[config.mk]
export PLATFORM = sky130hd
export DESIGN_NAME = fxalu_div
export DESIGN_NICKNAME = d
export VERILOG_FILES = /design/src/fxalu_div.sv
export SDC_FILE = /design/constraint.sdc
export NUM_CORES = 2
export LEC_CHECK = 0
export BUFFER_PORTS_ARGS = -buffer_cell sky130_fd_sc_hd__buf_2
export CORE_MARGIN = 3
export CORE_UTILIZATION = 50
export DETAILED_ROUTE_END_ITERATION = 7
export GPL_TIMING_DRIVEN = 0
export PLACE_DENSITY = 0.65
export SETUP_SLACK_MARGIN = 0.02
export SLEW_MARGIN = 20
export SYNTH_ARGS = -nofsm -noshare
export SYNTH_HDL_FRONTEND = slang
export SYNTH_SLANG_ARGS = --single-unit
[constraint.sdc]
create_clock -name clk_i -period 25.5 [get_ports clk_i]
set_input_delay 5.1 -clock clk_i [delete_from_list [all_inputs] [get_ports clk_i]]
set_output_delay 5.1 -clock clk_i [all_outputs]
set_load 0.1 [all_outputs]
[src/fxalu_div.sv]
// pipelined restoring divider, a few quotient bits per stage
`default_nettype none
module fxalu_div #(
  parameter int unsigned FracBits = 8,
  parameter int unsigned Steps    = 8
) (
  input  wire logic        clk_i,
  input  wire logic        en_i,
  input  wire logic [31:0] mag_a_i,
  input  wire logic [31:0] mag_b_i,
  input  wire logic        neg_i,
  output logic [31:0]      res_o
);
  localparam int unsigned NumW  = 32 + FracBits;
  localparam int unsigned PerSt = (NumW + Steps - 1) / Steps;
  localparam int unsigned TotW  = PerSt * Steps;

  // per stage: partial remainder, remaining dividend bits, quotient
  logic [32:0]     rem_q [Steps+1];
  logic [TotW-1:0] num_q [Steps+1];
  logic [TotW-1:0] quo_q [Steps+1];
  logic [31:0]     den_q [Steps+1];
  logic            neg_q [Steps+1];

  always_comb begin
    rem_q[0] = 33'd0;
    num_q[0] = TotW'({mag_a_i, FracBits'(0)});
    quo_q[0] = '0;
    den_q[0] = mag_b_i;
    neg_q[0] = neg_i;
  end

  for (genvar s = 0; s < Steps; s++) begin : g_st
    logic [32:0]     r;
    logic [TotW-1:0] n, q;
    always_comb begin
      r = rem_q[s];
      n = num_q[s];
      q = quo_q[s];
      for (int k = 0; k < PerSt; k++) begin
        r = {r[31:0], n[TotW-1]};
        n = {n[TotW-2:0], 1'b0};
        if (r >= {1'b0, den_q[s]}) begin
          r = r - {1'b0, den_q[s]};
          q = {q[TotW-2:0], 1'b1};
        end else begin
          q = {q[TotW-2:0], 1'b0};
        end
      end
    end
    always_ff @(posedge clk_i) begin
      if (en_i) begin
        rem_q[s+1] <= r;
        num_q[s+1] <= n;
        quo_q[s+1] <= q;
        den_q[s+1] <= den_q[s];
        neg_q[s+1] <= neg_q[s];
      end
    end
  end

  // round half away, then saturate
  logic [TotW:0] qr;
  logic [33:0]   r2;
  logic [32:0]   nadj;
  always_comb begin
    r2 = {rem_q[Steps], 1'b0};
    qr = {1'b0, quo_q[Steps]} + {{TotW{1'b0}}, (r2 >= {2'b0, den_q[Steps]})};
    nadj = 33'd0 - {1'b0, qr[31:0]};
    if (neg_q[Steps]) begin
      res_o = (qr >= (TotW+1)'(33'h0_8000_0000)) ? 32'h8000_0000 : nadj[31:0];
    end else begin
      res_o = (qr > (TotW+1)'(33'h0_7FFF_FFFF)) ? 32'h7FFF_FFFF : qr[31:0];
    end
  end
endmodule
`default_nettype wire

==> results.toml <==
[critical_path]
critPathArrivalTime_ns = 24.83
slowest_stage = "clkbuf_1"
end_kind = "flip-flop"
reg2reg_depth = 73
r2r-end = "rem_q[209]$_DFFE_PP_"
cp.required_ns = 25.93
path_max_fanout = 10
max_stage_delay_ns = 0.62
reg2reg_slack_ns = 2.54
criticalPathCategory = "input port to flip-flop"
start_kind = "input port"
reg2reg_from = "den_q[242]$_DFFE_PP_"

[floorplanning]
die_area_sq_um = 207400
die_w_microns = 455.4
fp.coreArea_sq_um = 200300
die_h_microns = 455.4
ios = 99
rows = 164
initial_core_util = 0.5042

[synthesis]
syn_inst = 11610
yosys.cell_types.count = 114
syn_nets = 12990
yosys_warnings = 0
synth-seq-cells = 788
ys.flop_type = "edfxtp_1"
yosysSeqAreaShare = 0.2343
yosys-top-cells-area = "edfxtp_1 (23%), ha_1 (16%), mux2_2 (7.5%)"
synth_common_cells = "ha_1 (1,279), a21oi_1 (1,112), nor2_1 (796), edfxtp_1 (788), nand2_1 (722)"
synth_edf_count = 788
synthArstFlopShare = 0
postSynthAreaPerCell_sq_um = 8.700
synth_top_area_frac = 0.2343
synth_area_leader_cell = "edfxtp_1"
yosysMostFrequentCell = "ha_1"
netlist_area_sq_um = 101000

[layout]
postLayoutCoreUtil = 0.5408
drive_above_1_share = 0.09894
final_net_count = 13190
area_delta_synth_final_pct = 7.242
fin_area_sq_um = 108300

[hold_path]
min_path_cells = 0
min_from = "quo_q[65]$_DFFE_PP_"
hp-class = "flip-flop to flip-flop"
holdPathEnd = "quo_q[30]$_DFFE_PP_"

[global_route]
grt_usage = 0.3289
antenna_found_initial = 10
grt_pass1_vias = 87210
grt_max_degree = 106
grt.overflow.total = 0
grt_pass1_wl_microns = 528100

[sta]
drv_slew = 0
layout_min_cycle_time_ns = 24.40
finalSetupTns_ns = 0
fin_hold_ws_ns = 0.3947
fmax_mhz = 40.98
slew_headroom = 0.2131
finalCritPeriodShare = 0.9569
skew_ns = 0.04147
setup_violations = 0
worstMarginPinSlew_ns = 1.151
final_hold_viol_count = 0
grt_setup_unrepaired = "false"

[clock_network]
cts_max_level = 3
cts_buffers = 93
cts-root-buf = "clkbuf_16"
clk_latency_ns = 0.76
postCtsSetupRepairBufs = 0
clk_pin_slew_ns = 0.06
cts_tree = "built"
clock-sinks = 788
clockBufferDepth = 3

[drt]
wl_microns = 358300
drt-initial-drc-count = 9362
detail_route.vias_per_cell = 6.398
drt_drc_violations_left = 0
ant_nets = 0
num_vias = 93100
detail_route.first_pass.iterations = 7
wire_per_inst_microns = 24.62

[placed_design]
dpl.hpwl_microns = 291700
io_buffers = 98
place_area_sq_um = 105000
gp_congestion = 0.9906

[run_status]
status = "completed"

[flow_run]
maxCapViolCount = 0
## registers in the layout, indices dropped and copies added (netlist names)
| signal | count |
|---|---|
| den_q | 256 |
| g_st.n | 60 |
| neg_q | 8 |
| num_q | 27 |
| quo_q | 180 |
| r2 | 33 |
| rem_q | 224 |
## cells in the final DEF, fill, tap and decap left out, drive strengths merged, types with 190 or more instances in the layout
master / n
o21a: 190
edfxtp: 788
nor3: 223
buf: 212
inv: 740
nand2: 722
a21o: 671
nor2: 800
clkbuf: 233
xor2: 354
nand3: 240
ha: 1279
a21oi: 1114
o21ai: 687
xnor2: 690
mux2: 706
## what timing repair did
item,CTS,global route
endpoints found under the hold margin,0,0
hold buffers,0,0
gates resized for setup,0,8
endpoints found under the setup margin,0,33
## worst max path at each step
stage,from,end,slack [ns],depth (start not counted)
2_1_floorplan,mag_b_i[1],rem_q[245]$_DFFE_PP_,6.46,65
3_3_place_gp,mag_b_i[1],rem_q[249]$_DFFE_PP_,0.29,65
3_5_place_dp,mag_b_i[1],rem_q[249]$_DFFE_PP_,0.16,65
4_1_cts,mag_b_i[1],rem_q[249]$_DFFE_PP_,0.89,65
5_1_grt,mag_b_i[0],rem_q[249]$_DFFE_PP_,0.16,68
6_report,mag_b_i[0],rem_q[247]$_DFFE_PP_,1.10,67
## kinds of logic after synthesis
kind of cell | count (synthesis) | share of synthesized area
AO/OA/AOI/OAI | 3712 | 0.2409
XOR/XNOR | 1044 | 0.09054
AND/OR/NAND/NOR | 2994 | 0.1446
adder cells (fa/ha/maj) | 1312 | 0.1650
buffers and inverters | 966 | 0.03705
flip-flops | 788 | 0.2343
multiplexers | 792 | 0.08758
## layout make-up
type                    count  area (sq um)
inverters                 729          2739
plain buffers             237          1006
well taps                2656          3323
clock inverters            70         829.5
multi-input cells        9854         73610
diodes                      9         22.52
clock buffers             101          2379
flip-flops and latches    788         23660
fillers                 18490         91970
repair buffers            107         728.2
## per-stage QoR
stage          cells  setup WS, ns
2_1_floorplan  11610         6.458
3_3_place_gp   14360        0.2941
3_5_place_dp   14370        0.1609
4_1_cts        14540        0.8919
5_1_grt        14540        0.1627
6_report       14550         1.099
## per-layer routing
| layer | part of all wire | track usage | wire (microns) | vias up |
|---|---|---|---|---|
| li1 | - | - | - | 44040 |
| met1 | 0.43 | 0.4395 | 152700 | 44590 |
| met2 | 0.43 | 0.5129 | 155200 | 3721 |
| met3 | 0.075 | 0.04302 | 26870 | 749 |
| met4 | 0.065 | 0.1863 | 23400 | 8 |
| met5 | 0.00013 | 0 | 48 | - |
## worst max-delay path, delay by kind of cell
kind | cells | cell delay [ns]
adder cells (fa/ha/maj) | 6 | 1.80
AND/OR/NAND/NOR | 14 | 3.32
AO/OA/AOI/OAI | 35 | 9.83
buffers and inverters | 12 | 4.71
Power is not shown: default switching activity piles up to over one toggle a cycle in this logic, so the estimate is an artifact.
