File: config.mk
export PLATFORM = sky130hd
export DESIGN_NAME = fxalu_mul
export DESIGN_NICKNAME = d
export VERILOG_FILES = /design/src/fxalu_mul.sv
export SDC_FILE = /design/constraint.sdc
export NUM_CORES = 2
export LEC_CHECK = 0
export ABC_AREA = 1
export BUFFER_PORTS_ARGS = -buffer_cell sky130_fd_sc_hd__buf_4
export CAP_MARGIN = 5
export CORE_AREA = 4 4 429 431
export CTS_BUF_LIST = sky130_fd_sc_hd__clkbuf_4
export CTS_CLUSTER_SIZE = 10
export DETAILED_ROUTE_END_ITERATION = 7
export DIE_AREA = 0 0 433 435
export PLACE_DENSITY_LB_ADDON = 0.1
export SKIP_LAST_GASP = 1
export SYNTH_ARGS = -nofsm -noshare
export SYNTH_HDL_FRONTEND = slang
export SYNTH_SLANG_ARGS = --single-unit
File: constraint.sdc
create_clock -name clk_i -period 6.5 [get_ports clk_i]
set_clock_uncertainty 0.2 [all_clocks]
set_input_delay 0.325 -clock clk_i [delete_from_list [all_inputs] [get_ports clk_i]]
set_output_delay 0.325 -clock clk_i [all_outputs]
set_load 0.005 [all_outputs]
File: src/fxalu_mul.sv
// pipelined magnitude multiplier with rounding and saturation
`default_nettype none
module fxalu_mul #(
  parameter int unsigned FracBits = 8
) (
  input  wire logic        clk_i,
  input  wire logic        en_i,
  input  wire logic [31:0] mag_a_i,
  input  wire logic [31:0] mag_b_i,
  input  wire logic        neg_i,
  output logic [31:0]      res_o
);
  // stage 1: four 16x16 partial products
  logic [31:0] pp_ll_q, pp_lh_q, pp_hl_q, pp_hh_q;
  logic        neg1_q;
  // stage 2: summed product
  logic [63:0] prod_q;
  logic        neg2_q;
  // stage 3: rounded magnitude
  logic [63:0] rnd_q;
  logic        neg3_q;
  logic [63:0] prod_d, rnd_d;
  logic [32:0] padj;

  assign prod_d = {32'd0, pp_ll_q} + ({32'd0, pp_lh_q} << 16) + ({32'd0, pp_hl_q} << 16)
                + {pp_hh_q, 32'd0};
  assign rnd_d  = (prod_q + (64'd1 << (FracBits - 1))) >> FracBits;

  always_ff @(posedge clk_i) begin
    if (en_i) begin
      pp_ll_q <= mag_a_i[15:0] * mag_b_i[15:0];
      pp_lh_q <= mag_a_i[15:0] * mag_b_i[31:16];
      pp_hl_q <= mag_a_i[31:16] * mag_b_i[15:0];
      pp_hh_q <= mag_a_i[31:16] * mag_b_i[31:16];
      neg1_q  <= neg_i;
      prod_q  <= prod_d;
      neg2_q  <= neg1_q;
      rnd_q   <= rnd_d;
      neg3_q  <= neg2_q;
    end
  end

  // saturate to signed 32 bits
  always_comb begin
    padj = 33'd0 - {1'b0, rnd_q[31:0]};
    if (neg3_q) begin
      res_o = (rnd_q >= 64'h8000_0000) ? 32'h8000_0000 : padj[31:0];
    end else begin
      res_o = (rnd_q > 64'h7FFF_FFFF) ? 32'h7FFF_FFFF : rnd_q[31:0];
    end
  end
endmodule
`default_nettype wire

==> flow_summary.yaml <==
yosys:
  ys_ff_latch: 237
  synth_top_area_share_pct: 32.2
  syn_area_per_cell_um2: 7.54
  synth-compound-area-share_pct: 3.39
  ys_top_cells_by_area: "fa_1, nand2_1, edfxtp_1, inv_1, ha_1"
  synthMuxAreaShare_pct: 0
  ys_seq_area_share_pct: 14.2
  ys_async_sr_fraction_pct: 0
  synth_commonest_cells: "nand2_1, inv_1, fa_1"
  synth_most_common_cell: "nand2_1"
  ys_warn_count: 0
  syn_inst: 6662
  synth_top_area_cell: "fa_1"
  syn_area_um2: 50200
  synth_fp_nets: 7984
  synth_fa_ha_area_share_pct: 43.3
  synth-xor-area-share_pct: 2.65
  yosys.area_share.simple_pct: 21.5
  yosysUniqueCellTypes: 42
  yosys_most_used_dff: "edfxtp_1"
  synth_enable_flop_cells: 237
  synth_top_family_by_area: "adder cells"
worst_setup_path:
  crit_buf_inv: 9
  critPathKind: "input pin to register"
  crit_path_end_kind: "register"
  crit_path_top_delay_cell: "fa_1"
  worstPathMaxFanout: 21
  path_cells: "dlygate4sd3_1 -> buf_4 -> buf_4 -> nand2_1 -> fa_1 -> inv_1 -> fa_1 -> inv_1 -> fa_1 -> inv_1 -> fa_1 -> fa_1 -> inv_1 -> fa_1 -> inv_1 -> ha_1 -> nand2_1 -> nor2_1 -> inv_1 -> nor2_1 -> nand4_1 -> nand4_1 -> nand2_1"
  crit_family: "adder cells"
  worstPathArrival_ns: 6.24
  worst_setup_path_start_kind: "input pin"
  worstPathRequired_ns: 6.84
  cpPeakStageDelay_ns: 0.54
cells_and_area:
  num-fill-cells: 19800
  area.growth.synth_to_final_pct: 8.94
  multi_input_area_um2: 35600
  fin_cells: 9133
  regArea_um2: 7120
  drive_gt1_share_pct: 4.59
  nets: 8032
routing:
  wl_per_cell_um: 19.2
  wl_um: 175000
  drtIter0Drc: 2237
  via_per_inst: 4.45
  dr.pass1.iters: 5
  drtAntennaViolNets: 0
  drc: 0
  num_vias: 40700
global_routing:
  use_met1_pct: 26.7
  antenna_found_initial: 2
  grt_max_degree: 130
  grt_util_all_layers_pct: 18.9
  gr-total-overflow: 0
  grtUsageMet2_pct: 32.1
  use_met3_pct: 1.50
  grt_pass1_vias: 43400
  grt_busiest_layer: "met2"
  grt_pass1_wl_um: 270000
clocking:
  clockBufferDepth: 3
  root_buffer: "clkbuf_4"
  clk_pin_slew_ns: 0.06
  cts_tree: "built"
  clk_latency_ns: 0.88
  cts_setup_buffers: 0
  htree_levels: 3
  cts_inserted_buffers: 72
  cts.sinks: 237
floorplanning:
  dieArea_um2: 188000
  pin_count: 99
  initial_core_util_pct: 27.9
  rows: 156
  design.core.area_um2: 180000
  dieWidth_um: 433
  die_h_um: 435
timing:
  timing.final.hold_violations: 0
  rsz0062_at_grt: "no"
  setup_viol: 0
  finalMaxSlewViolations: 0
  worstMarginPinSlew_ns: 0.921
  period_needed_ns: 5.90
  setup_tns_ns: 0
  max_freq_mhz: 170
  slew_headroom_pct: 38.6
  period_share_pct: 90.7
placement:
  dpl.cell_count: 9000
  io_buffers: 98
  gp_congestion: 0.899
  place_hpwl_um: 143000
run:
  cap_viol_max_count: 0
hold_path:
  hp-class: "input pin to register"
status:
  status: "finished clean"
==> cell usage in the layout (no fill, tap or decap), types with 3 or more instances in the layout <==
master            n
nor4_1            3
a21o_1            8
xor2_1          114
dlygate4sd3_1     6
inv_2             3
a21boi_0          3
nand3_1         203
o21bai_1         10
o211ai_1          5
nor2_2            8
o21ai_1           4
o21ai_0         115
clkinv_1         11
o221ai_1          3
clkinv_2          3
nand2_1        1978
clkinvlp_4        4
o21a_1           13
a31oi_1           3
a21oi_1         151
inv_1          1801
fa_1            808
clkbuf_4        103
nand4_1          62
buf_4           161
xnor2_1          38
diode_2           3
ha_1            447
edfxtp_1        237
nand3b_1          4
nor3_1           67
buf_12            5
nor2_4            6
nor2_1          350
nand2_2           4
==> flip-flops by register name, indices dropped and copies added (netlist names) <==
register,count
prod_q,57
rnd_q,56
pp_hh_q,32
pp_hl_q,32
pp_lh_q,32
pp_ll_q,25
neg1_q,1
neg2_q,1
neg3_q,1
==> stage by stage <==
| step | utilization [%] | hold WS [ns] | instance area (µm²) | setup WS, ns |
|---|---|---|---|---|
| after global routing | 30.4 | 0.102 | 54700 | 0.343 |
| after floorplan | - | 0.200 | 50200 | 1.03 |
| after global placement | 29.8 | 0.204 | 53800 | -0.131 |
| after detailed placement | 29.8 | 0.208 | 53800 | -0.0746 |
| after CTS | 30.4 | 0.0166 | 54700 | 0.777 |
| final | 30.4 | 0.184 | 54700 | 0.603 |
==> final timing paths <==
path / from / endpoint / slack, ns / cells after the start
hold reg to reg: pp_ll_q[13] / prod_q[13] / 0.22 / 0
setup reg to reg: pp_ll_q[17] / prod_q[53] / 3.14 / 12
setup / recovery: mag_a_i[1] / pp_lh_q[21] / 0.60 / 23
hold / removal: mag_a_i[0] / pp_lh_q[0] / 0.18 / 5
==> cells by family after synthesis <==
kind of cell / after synthesis
XOR/XNOR: 152
AO/OA/AOI/OAI: 317
AND/OR/NAND/NOR: 2698
buffers and inverters: 2003
flip-flops: 237
adder cells (fa/ha/maj): 1255
==> what timing repair did <==
item,in CTS,in global routing
endpoints found under the hold margin,115,0
hold buffers,6,0
gates resized for setup,0,0
==> area by class of cell <==
type,count,area share (%)
repair buffers,173,2.53
clock inverters,21,0.206
multi-input cells,4422,65.0
diodes,3,0.0137
clock buffers,103,1.41
inverters,1804,12.4
flip-flops and latches,237,13.0
well taps,2370,5.42
==> tightest hold or removal path, cell delays in order <==
cell,delay [ns]
buf_4,0.19
buf_4,0.21
buf_4,0.23
nand2_1,0.10
inv_1,0.04
==> layer usage <==
layer	share of wire, %	wire length [µm]	up-vias
met5	0	0	-
met4	1.6	2810	0
met3	3.5	6080	120
met2	47	82900	755
met1	48	83500	20100
li1	-	-	19700
Power is left out: the tool's default activity adds up to more than one toggle a clock period on the data nets, which glitch-free logic cannot reach.
